`src/sv/dcrb_pkg.sv`:
```
package dcrb_pkg;

  localparam logic [15:0] AddrLcd      = 16'h0014;
  localparam logic [15:0] AddrPoolLo   = 16'h001c;
  localparam logic [15:0] AddrPalLo    = 16'h0020;
  localparam logic [15:0] AddrPalHi    = 16'h003f;
  localparam logic [15:0] AddrTmrCtrl  = 16'h00a2;
  localparam logic [15:0] AddrFreqLo   = 16'h00a4;

  localparam logic [1:0] CfgGray    = 2'd0;
  localparam logic [1:0] CfgTwoBit  = 2'd1;
  localparam logic [1:0] CfgVariant = 2'd2;

  localparam logic CmdRead  = 1'b0;
  localparam logic CmdWrite = 1'b1;

  typedef struct packed {
    logic       cmd;
    logic [7:0] addr;
    logic [7:0] wdata;
    logic [7:0] line;
    logic [15:0] hc;
    logic [15:0] vc;
    logic       mapped;
  } dcrb_req_t;

endpackage

```
`src/sv/dcrb_palette_mem.sv`:
```
module dcrb_palette_mem (
  input  logic       clk,
  input  logic       rst_n,
  input  logic       we,
  input  logic [4:0] waddr,
  input  logic [7:0] wdata,
  input  logic       re,
  input  logic [4:0] raddr,
  output logic [7:0] rdata
);
  logic [5:0]  mem [32];
  logic [31:0] vld_r;
  logic [5:0]  q_r;
  logic        qv_r;

  always_ff @(posedge clk) begin
    if (we) begin
      mem[waddr] <= {wdata[6:4], wdata[2:0]};
    end
    if (re) begin
      q_r <= mem[raddr];
    end
  end

  always_ff @(posedge clk) begin
    if (!rst_n) begin
      vld_r <= '0;
      qv_r  <= 1'b0;
    end else begin
      if (we) begin
        vld_r[waddr] <= 1'b1;
      end
      if (re) begin
        qv_r <= vld_r[raddr];
      end
    end
  end

  assign rdata = qv_r ? {1'b0, q_r[5:3], 1'b0, q_r[2:0]} : 8'd0;
endmodule

```
`src/sv/display_controller_register_bank.sv`:
```
// Register bank of a handheld display controller, one bus access per word. An accepted word
// is held in one stage while the registers and the palette memory are read, and its result
// word is then loaded into the output register once that register can advance. A new word
// is taken whenever the output register is empty or being taken, so with no output stall
// one word is accepted every cycle; an output stall stops the input in the same cycle. Writes
// take effect at the accepting edge, so each read sees every earlier write. Configuration
// writes are taken at once and should be made only while no word is in flight.
module display_controller_register_bank (
  input  logic        clk,
  input  logic        rst_n,
  input  logic        in_valid,
  output logic        in_stall,
  input  logic        in_cmd,
  input  logic [15:0] in_address,
  input  logic [7:0]  in_write_data,
  input  logic [7:0]  in_current_line,
  input  logic [15:0] in_htimer_count,
  input  logic [15:0] in_vtimer_count,
  output logic        out_valid,
  input  logic        out_stall,
  output logic [7:0]  out_read_data,
  output logic        out_htimer_clear,
  output logic        out_vtimer_clear,
  output logic        out_icons_changed,
  input  logic        cfg_valid,
  output logic        cfg_ready,
  input  logic [1:0]  cfg_index,
  input  logic [7:0]  cfg_data
);
  import dcrb_pkg::*;

  logic gray_r, two_r, var_r;
  logic [5:0] de_r, sb_r, icon_r;
  logic [7:0] bc_r, lc_r, scnt_r, mb_r;
  logic [6:0] sf_r;
  logic [7:0] ws_r [12];
  logic [8:0] lcd_r;
  logic [7:0] ft_r [2];
  logic [7:0] pool_r [4];
  logic [3:0] tc_r;
  logic [15:0] fq_r [2];

  logic s1_v_r;
  dcrb_req_t s1_r;
  logic o_v_r;
  logic [7:0] o_rd_r;
  logic o_h_r, o_v2_r, o_i_r;

  logic adv, acc, s1_pal, pal_we, s1_has_out;
  logic [15:0] a;
  logic [7:0] d, pal_q, rd;
  logic hclr, vclr, icons;

  assign a = in_address;
  assign d = in_write_data;
  assign adv = !o_v_r || !out_stall;
  assign in_stall = !adv;
  assign acc = in_valid && adv;
  assign cfg_ready = 1'b1;

  assign pal_we = acc && in_cmd == CmdWrite && a >= AddrPalLo && a <= AddrPalHi;

  dcrb_palette_mem u_pal (
    .clk(clk), .rst_n(rst_n), .we(pal_we), .waddr(a[4:0]), .wdata(d),
    .re(acc), .raddr(a[4:0]), .rdata(pal_q)
  );

  always_ff @(posedge clk) begin
    if (!rst_n) begin
      gray_r <= 1'b1; two_r <= 1'b1; var_r <= 1'b0;
    end else if (cfg_valid) begin
      case (cfg_index)
        CfgGray:    gray_r <= cfg_data[0];
        CfgTwoBit:  two_r  <= cfg_data[0];
        CfgVariant: var_r  <= cfg_data[0];
        default: ;
      endcase
    end
  end

  always_ff @(posedge clk) begin
    if (!rst_n) begin
      de_r <= '0; bc_r <= '0; lc_r <= '0; sb_r <= '0; sf_r <= '0; scnt_r <= '0;
      mb_r <= '0; lcd_r <= '0; icon_r <= '0; tc_r <= '0;
      for (int i = 0; i < 12; i++) ws_r[i] <= '0;
      for (int i = 0; i < 2; i++) begin
        ft_r[i] <= '0; fq_r[i] <= '0;
      end
      for (int i = 0; i < 4; i++) pool_r[i] <= '0;
    end else if (acc && in_cmd == CmdWrite && a[15:8] == 8'd0) begin
      if (a[7:0] >= 8'h08 && a[7:0] <= 8'h13) ws_r[4'(a[7:0] - 8'h08)] <= d;
      if (a >= AddrPoolLo && a <= 16'h001f) pool_r[a[1:0]] <= d;
      case (a[7:0])
        8'h00: de_r <= d[5:0];
        8'h01: bc_r <= d;
        8'h03: lc_r <= d;
        8'h04: sb_r <= d[5:0];
        8'h05: sf_r <= d[6:0];
        8'h06: scnt_r <= d;
        8'h07: mb_r <= d;
        AddrLcd[7:0]: begin
          if (var_r) lcd_r <= {d[1], d[7:4], lcd_r[3:1], d[0]};
          else lcd_r <= {lcd_r[8], d};
        end
        8'h15: icon_r <= d[5:0];
        8'h16: ft_r[0] <= d;
        8'h17: ft_r[1] <= d;
        AddrTmrCtrl[7:0]: tc_r <= d[3:0];
        8'ha4: begin fq_r[0][7:0] <= d; tc_r[1:0] <= 2'b11; end
        8'ha5: begin fq_r[0][15:8] <= d; tc_r[1:0] <= 2'b11; end
        8'ha6: begin fq_r[1][7:0] <= d; tc_r[3:2] <= 2'b11; end
        8'ha7: begin fq_r[1][15:8] <= d; tc_r[3:2] <= 2'b11; end
        default: ;
      endcase
    end
  end

  always_ff @(posedge clk) begin
    if (!rst_n) begin
      s1_v_r <= 1'b0;
    end else if (adv) begin
      s1_v_r <= acc;
    end
    if (acc) begin
      s1_r.cmd <= in_cmd; s1_r.addr <= a[7:0]; s1_r.wdata <= d;
      s1_r.line <= in_current_line; s1_r.hc <= in_htimer_count;
      s1_r.vc <= in_vtimer_count; s1_r.mapped <= a[15:8] == 8'd0;
    end
  end

  assign s1_pal = s1_r.addr >= AddrPalLo[7:0] && s1_r.addr <= AddrPalHi[7:0];
  assign s1_has_out = s1_v_r;

  always_comb begin
    rd = 8'd0; hclr = 1'b0; vclr = 1'b0; icons = 1'b0;
    if (s1_r.mapped) begin
      if (s1_r.cmd == CmdRead) begin
        if (s1_r.addr >= 8'h08 && s1_r.addr <= 8'h13) rd = ws_r[4'(s1_r.addr - 8'h08)];
        else if (s1_r.addr >= AddrPoolLo[7:0] && s1_r.addr <= 8'h1f)
          rd = pool_r[s1_r.addr[1:0]];
        else if (s1_pal) rd = pal_q;
        else begin
          case (s1_r.addr)
            8'h00: rd = {2'b0, de_r};
            8'h01: rd = gray_r ? {5'b0, bc_r[2:0]} : bc_r;
            8'h02: rd = s1_r.line;
            8'h03: rd = lc_r;
            8'h04: rd = two_r ? {3'b0, sb_r[4:0]} : {2'b0, sb_r};
            8'h05: rd = {1'b0, sf_r};
            8'h06: rd = scnt_r;
            8'h07: rd = two_r ? (mb_r & 8'h77) : mb_r;
            AddrLcd[7:0]: rd = var_r ? {lcd_r[7:4], 2'b0, lcd_r[8], lcd_r[0]} : lcd_r[7:0];
            8'h15: rd = {2'b0, icon_r};
            8'h16: rd = ft_r[0];
            8'h17: rd = ft_r[1];
            AddrTmrCtrl[7:0]: rd = {4'b0, tc_r};
            AddrFreqLo[7:0]: rd = fq_r[0][7:0];
            8'ha5: rd = fq_r[0][15:8];
            8'ha6: rd = fq_r[1][7:0];
            8'ha7: rd = fq_r[1][15:8];
            8'ha8: rd = s1_r.hc[7:0];
            8'ha9: rd = s1_r.hc[15:8];
            8'haa: rd = s1_r.vc[7:0];
            8'hab: rd = s1_r.vc[15:8];
            default: rd = 8'd0;
          endcase
        end
      end else begin
        case (s1_r.addr)
          AddrTmrCtrl[7:0]: begin hclr = s1_r.wdata[0]; vclr = s1_r.wdata[2]; end
          8'ha4, 8'ha5: hclr = 1'b1;
          8'ha6, 8'ha7: vclr = 1'b1;
          8'h15: icons = 1'b1;
          default: ;
        endcase
      end
    end
  end

  // Stage one reads state only after its own word has been applied, so each read sees
  // every earlier write; the palette read is registered on the accepting edge.
  always_ff @(posedge clk) begin
    if (!rst_n) begin
      o_v_r <= 1'b0;
    end else if (adv) begin
      o_v_r <= s1_has_out;
    end
    if (adv && s1_has_out) begin
      o_rd_r <= rd; o_h_r <= hclr; o_v2_r <= vclr; o_i_r <= icons;
    end
  end

  assign out_valid = o_v_r;
  assign out_read_data = o_rd_r;
  assign out_htimer_clear = o_h_r;
  assign out_vtimer_clear = o_v2_r;
  assign out_icons_changed = o_i_r;

  a_stall: assert property (@(posedge clk) disable iff (!rst_n)
    in_stall |-> out_valid && out_stall) else $error("stall without full output");
  a_hold: assert property (@(posedge clk) disable iff (!rst_n)
    out_valid && out_stall |=> out_valid) else $error("output word lost");
  a_flow: assert property (@(posedge clk) disable iff (!rst_n)
    s1_v_r && !in_stall |=> out_valid) else $error("word dropped");
endmodule
```
`config.mk`:
```
export PLATFORM = sky130hd
export DESIGN_NAME = display_controller_register_bank
export DESIGN_NICKNAME = d
export VERILOG_FILES = /design/src/sv/dcrb_pkg.sv /design/src/sv/dcrb_palette_mem.sv /design/src/sv/display_controller_register_bank.sv
export SDC_FILE = /design/constraint.sdc
export NUM_CORES = 1
export LEC_CHECK = 0
export BUFFER_PORTS_ARGS = -buffer_cell sky130_fd_sc_hd__buf_2
export CORE_ASPECT_RATIO = 0.6
export CORE_MARGIN = 4
export CORE_UTILIZATION = 30
export CTS_CLUSTER_SIZE = 30
export DETAILED_ROUTE_END_ITERATION = 16
export PLACE_DENSITY_LB_ADDON = 0.1
export RECOVER_POWER = 25
export SETUP_SLACK_MARGIN = 0.1
export SLEW_MARGIN = 20
export SYNTH_ARGS = -nofsm -noshare
export SYNTH_HDL_FRONTEND = slang
export SYNTH_HIERARCHICAL = 1
export SYNTH_SLANG_ARGS = --single-unit
```
`constraint.sdc`:
```
create_clock -name clk -period 5.4 [get_ports clk]
set_input_delay 0.81 -clock clk [delete_from_list [all_inputs] [get_ports clk]]
set_output_delay 0.81 -clock clk [all_outputs]
set_load 0.02 [all_outputs]
```
# Word-level counts from Yosys, hierarchy flattened
# Memories as Yosys holds them, arrays and structs flattened. A register that Yosys moved wholly into a read port is not among the register bits.
# Index checks and enable logic that the tools add are counted.
# W data, S select, Z words.
[classes] n_addsub=2 magnitude_cmp=14 n_eq_ne=37 muxes=66 n_bitwise=9 n_reduce_logical=46
[op_table] operator="$pmux W8 S21" n=1
[op_table] operator="$eq A8 B8 Y1 const B" n=14
[op_table] operator="$mux W8" n=13
[op_table] operator="$eq A8 B3 Y1 const B" n=8
[op_table] operator="$eq A8 B5 Y1 const B" n=8
[op_table] operator="$mux W1" n=40
[op_table] operator="$or A32 B32 Y32" n=1
[op_table] operator="$reduce_and A2 Y1" n=15
[op_table] operator="$eq A8 B2 Y1 const B" n=3
[op_table] operator="$le A8 B5 Y1 const B" n=3
[op_table] operator="$logic_not A8 Y1" n=3
[op_table] operator="$eq A8 B1 Y1 const B" n=2
[op_table] operator="$ge A16 B5 Y1 const B" n=1
[op_table] operator="$ge A16 B6 Y1 const B" n=1
[op_table] operator="$ge A8 B4 Y1 const B" n=2
[op_table] operator="$le A16 B5 Y1 const B" n=1
[op_table] operator="$le A16 B6 Y1 const B" n=1
[op_table] operator="$reduce_or A8 Y1" n=2
[op_table] operator="$logic_and A1 B1 Y1" n=12
[op_table] operator="$reduce_or A2 Y1" n=5
[op_table] operator="$ge A8 B5 Y1 const B" n=1
[op_table] operator="$ge A8 B6 Y1 const B" n=1
[op_table] operator="$le A8 B6 Y1 const B" n=1
[op_table] operator="$mux W4" n=2
[op_table] operator="19 further kinds" n=33
[totals] register_bits=172 ramBits=368 in_bits=80 out_inout_bits=14 elab_cells=210 memories=5
[memory_table] memory="u_pal.mem" depth=32 word_bits=6 rd=1 rd_ports_with_merged_regs=1 wr=1 line="dcrb_palette_mem.sv:11" text="logic [5:0] mem [32];"
[memory_table] memory="ws_r" depth=12 word_bits=8 rd=1 rd_ports_with_merged_regs=0 wr=12 line="display_controller_register_bank.sv:36" text="logic [7:0] ws_r [12];"
[memory_table] memory="fq_r" depth=2 word_bits=16 rd=2 rd_ports_with_merged_regs=0 wr=2 line="display_controller_register_bank.sv:41" text="logic [15:0] fq_r [2];"
[memory_table] memory="pool_r" depth=4 word_bits=8 rd=1 rd_ports_with_merged_regs=1 wr=4 line="display_controller_register_bank.sv:39" text="logic [7:0] pool_r [4];"
[memory_table] memory="ft_r" depth=2 word_bits=8 rd=2 rd_ports_with_merged_regs=0 wr=2 line="display_controller_register_bank.sv:38" text="logic [7:0] ft_r [2];"

# Depth between registers and ports, before layout
[logic_depth] depth_word=10 depth_mapped=9 depth_no_buf=6

# By module
# Netlist, hierarchy kept.
[by_module_without_submodules] mod="display_controller_register_bank" n_inst=1 cells_per_inst=1111 area_per_inst_um2=14607.8 seq_area_each_um2=8838.5
[by_module_without_submodules] mod="dcrb_palette_mem" n_inst=1 cells_per_inst=447 area_per_inst_um2=8959.8 seq_area_each_um2=6606.3

# Worst setup path after synthesis
# OpenSTA, ideal clock, no wires.
[synth_path] path_kind="in2reg" startpoint="in in_valid" endpoint="mem u_pal.mem[0][0] (enable)" setup_time_ns=0.357 t_arrival_ns=3.936 required_ns=5.043 path_slack_ns=1.106 stages=6 path_buffers=1 path_cell_list="a21boi_4 > nand4_2 > nor4b_1 > or3b_2 > clkbuf_1 > nor2_1"
[synth_via] elab_chain_len=6
[synth_lines] item="start, declared" line="display_controller_register_bank.sv:11" text="input logic in_valid,"
[synth_lines] item="$logic_and A1 B1 Y1" line="display_controller_register_bank.sv:58" text="assign acc = in_valid && adv;"
[synth_lines] item="$logic_and A1 B1 Y1 (3 in series)" line="display_controller_register_bank.sv:61" text="assign pal_we = acc && in_cmd == CmdWrite && a >= AddrPalLo && a <= AddrPalHi;"
[synth_lines] item="named net pal_we" line="display_controller_register_bank.sv:49" text="logic adv, acc, s1_pal, pal_we, s1_has_out;"
[synth_lines] item="$mux W1" line="dcrb_palette_mem.sv:17" text="if (we) begin"
[synth_lines] item="$mux W1 (not written as such)" line="dcrb_palette_mem.sv:18" text="mem[waddr] <= {wdata[6:4], wdata[2:0]};"
[synth_lines] item="end, declared" line="dcrb_palette_mem.sv:11"
# The timed path passes the listed nets, and every way through them passes these cells.

==> impl_results.md <==
* Outcome: finished with violations
* Violated checks: max-capacitance violations, max-slew violations
* Register clock-pin slew on the reported worst setup and hold paths at 0.06 ns
* Buffer cell driving the clock tree root: sky130_fd_sc_hd__clkbuf_16
* Total number of nets in the final design at 1,741
* Total routing usage reported by global routing at 17.28%
* Quantity of hold-fixing buffers added after cts at 0
* Worst IR Drop VDD at 0.2210 mV
* IO buf count at 85
* Site Rows at 79
* Setup TNS Final at 0 ns
* Post-route clock period utilization at 76.14%
* First-pass GRT wire length at 103,700 microns
* Register area at 15,440 sq um
* Pin count of the biggest net entering global routing at 61
* Initial antenna violation count at 3
* Arrival time reported for the critical path endpoint at 4.40 ns
* Footprint of the multi-input gates at 7641 sq um
* Clock sink count at 551
* Iter 0 DRT Violations at 1,371
* Number of buffers on the longest clock path at 3
* Final Setup Violations at 0
* Tightest slew margin relative to the limit at -141.3%
* Placed inst area at 25,330 sq um
* Worst path required time at 5.69 ns
* Fin. max-slew vios at 474
* Net switching power of the design at 2.128 mW
* Combinational power share at 6.3%
* Unrepaired setup endpoints after global routing: no
* Area overhead of the layout relative to synthesis at 14.94%
* Vertical die dimension at 225.1 microns
* Worst-case clock skew at 0.02456 ns
* Post-route standard cell area excluding fillers at 27,090 sq um
* Crit Path Class: input port to flop
* Async set-reset flop share out of synthesis at 0%
* Chip width at 369.8 microns
* Fin worst setup slack at 1.288 ns
* Delay of the slowest cell on the worst path at 1.60 ns
* Total power divided by cell area at 335.9 nW/um^2
* Num CTS Buffers at 55
* Yosys synthesis warning count at 6
* List of cells traversed by the critical path: buf_2 > clkbuf_1 > nand3_1 > nor4_4 > nand2_1 > nand2_1
* Transition time of the tightest slew-check pin at 3.620 ns
* Number of H-tree levels at 2
* Final hold violation count at 0
* Via count of the first global-routing pass at 13,713
* Prevailing post-synth register cell: sky130_fd_sc_hd__edfxtp_1
* Critical path capture point type: flop
* Post-CTS Repair Setup Buffers at 0
* Sequential-to-total area share from yosys stat at 65.53%
* Internal power contribution at 6.970 mW
* Worst Path Buf+Inv at 2
* GR Overflow Total at 0
* Fraction of final layout cells with drive strength greater than 1 at 21.43%
* Worst-skew pair later-pin latency at 0.62 ns
* Sequential fraction of design power at 51.6%
* Maximum net fanout on the critical path at 28
* Antenna viol nets, final at 0
* P_leak at 9.344 nW
* Count of distinct cell types in the synthesized netlist at 68
* HPWL after DPL at 47,520 microns
* Cells after synthesis at 1,558
* Core region area at 77,690 sq um
* Number of vias per cell after detailed routing at 5.051
* Detailed-route DRC error count at 0
* Filler instances at 7,580
* Crit path max-delay family: simple AND/OR/NAND/NOR gates
* Min Tclk post-route at 4.112 ns
* Fraction of power spent switching nets at 23.39%
* Avg Cell Area, Syn at 15.13 sq um
* Via Count at 13,952
* Detailed Routing Iterations Pass 1 at 5
* Hold/Removal Path Class: input port to flop
* Max capacitance violation total at 10
* Timing-limited maximum frequency at 243.2 MHz
* Wire length per cell after detailed routing at 26.13 microns
* Clock tree from TritonCTS: yes
* Fraction of power consumed by the clock network at 42.1%
* Post-synth EDFFs at 441
* Initial Util at 30.33%
* Total of cells resized after clock tree synthesis at 0
* Commonest non-fill, non-tap cells in the layout: 441 x sky130_fd_sc_hd__edfxtp_1, 141 x sky130_fd_sc_hd__and2_1, 112 x sky130_fd_sc_hd__nor2_1, 110 x sky130_fd_sc_hd__dfxtp_1, 105 x sky130_fd_sc_hd__mux4_2
* Final routed wirelength across all metal layers at 72,160 microns
* Flip-flop and latch count after synthesis at 551
* Post-Synthesis Cell Area at 23,570 sq um
* CP max-delay cell: sky130_fd_sc_hd__clkbuf_1
* Final core utilization at 34.87%
* Post-Place Worst Slack at 1.246 ns
* Crit path top cell by count: sky130_fd_sc_hd__nand2_1
* IO Pins at 94
* Post-Route Hold Slack at 0.3613 ns
* Category of the worst setup path launch point: input port
* Most common cell after layout, fill and taps aside: sky130_fd_sc_hd__edfxtp_1
* Global placer's final weighted congestion at 0.8150
* Area enclosed by the die boundary at 83,250 sq um
-- cells in the mapped netlist (8+ instances only) --
cell	number	area, sq um
sky130_fd_sc_hd__and2_1	142	888.4
sky130_fd_sc_hd__nor2b_1	17	106.4
sky130_fd_sc_hd__o21ai_0	33	165.2
sky130_fd_sc_hd__mux4_2	105	2365
sky130_fd_sc_hd__nand2b_1	13	81.33
sky130_fd_sc_hd__buf_2	19	95.09
sky130_fd_sc_hd__mux2i_1	103	1031
sky130_fd_sc_hd__nor2_1	112	420.4
sky130_fd_sc_hd__nand2_1	85	319.1
sky130_fd_sc_hd__nand4_1	11	68.82
sky130_fd_sc_hd__clkbuf_1	57	214.0
sky130_fd_sc_hd__o21a_1	33	247.7
sky130_fd_sc_hd__dfxtp_1	110	2202
sky130_fd_sc_hd__a221oi_1	11	96.34
sky130_fd_sc_hd__a21oi_1	16	80.08
sky130_fd_sc_hd__nand3_1	26	130.1
sky130_fd_sc_hd__a22oi_1	14	105.1
sky130_fd_sc_hd__inv_1	8	30.03
sky130_fd_sc_hd__edfxtp_1	441	13240
sky130_fd_sc_hd__buf_1	16	60.06
sky130_fd_sc_hd__nor3_1	10	50.05
sky130_fd_sc_hd__and3_1	30	187.7
sky130_fd_sc_hd__mux2_2	21	236.5
-- cells by family (layout without fill, tap and decap cells) --
| kind of cell | Yosys count | in the layout | synth area share [%] |
|---|---|---|---|
| flops | 551 | 551 | 65.53 |
| simple gates | 507 | 507 | 12.16 |
| mux | 229 | 229 | 15.41 |
| compound gates | 154 | 154 | 4.624 |
| buf+inv | 112 | 258 | 2.145 |
| other cells | 3 | 8 | 0.04778 |
| xor+xnor | 2 | 2 | 0.07434 |
-- sequential cells by signal, summed over array words and instances, names as in the netlist, 7 cells and up, named ones only --
register,count
s1_r,52
pool_r,32
sf_r,7
out_read_data,8
mb_r,8
u_pal/vld_r,32
lc_r,8
u_pal/mem,192
scnt_r,8
lcd_r,9
fq_r,32
ws_r,100
ft_r,16
bc_r,8
-- power by group through the flow --
stage / registers [mW] / logic [mW] / clock network (mW)
detailed placement: 4.78 / 0.577 / 0
finish: 4.70 / 0.569 / 3.83
global route: 4.70 / 0.607 / 4.13
global placement: 4.78 / 0.573 / 0
CTS: 4.69 / 0.578 / 3.95
floorplan: 4.76 / 0.315 / 0
-- metal layers --
layer	part of all wire, %	routed length (microns)	track usage [%]
met2	39	28180	22.55
met1	54	38740	29.19
met3	5.9	4290	3.212
met4	1.3	945	2.964
met5	0	0	0
-- area by class of cell --
type                            count  share of cell area, %
Sequential cell                   551                  57.02
Multi-Input combinational cell    899                  28.21
Clock buffer                       81                  5.982
Tap cell                         1053                  4.864
Timing Repair Buffer              145                  3.219
Clock inverter                     23                 0.5774
Inverter                            9                 0.1247
Antenna cell                        1               0.009238
-- worst register-to-register path, cell delays in order, from the launching register on --
cell	delay [ns]
sky130_fd_sc_hd__dfxtp_1	0.34
sky130_fd_sc_hd__a21boi_4	0.35
sky130_fd_sc_hd__nand4_2	0.41
sky130_fd_sc_hd__nor4b_1	0.37
sky130_fd_sc_hd__buf_4	0.19
sky130_fd_sc_hd__nand3_1	0.42
sky130_fd_sc_hd__nor2_1	0.85
-- worst paths after layout --
kind,endpoint,depth (start not counted),slack (ns),from
max,pool_r[2][4],6,1.29,in_address[4]
min,s1_r[2],1,0.36,in_vtimer_count[1]
max reg2reg,u_pal/mem[23][5],6,2.09,out_valid
min reg2reg,lc_r[4],2,0.46,lc_r[4]
-- through the flow --
step / std cells / total power [mW]
floorplan: 1562 / 5.073
global placement: 2656 / 5.357
detailed placement: 2656 / 5.362
CTS: 2760 / 9.221
global route: 2761 / 9.443
finish: 2762 / 9.098
Power figures use the tool's default switching activity.
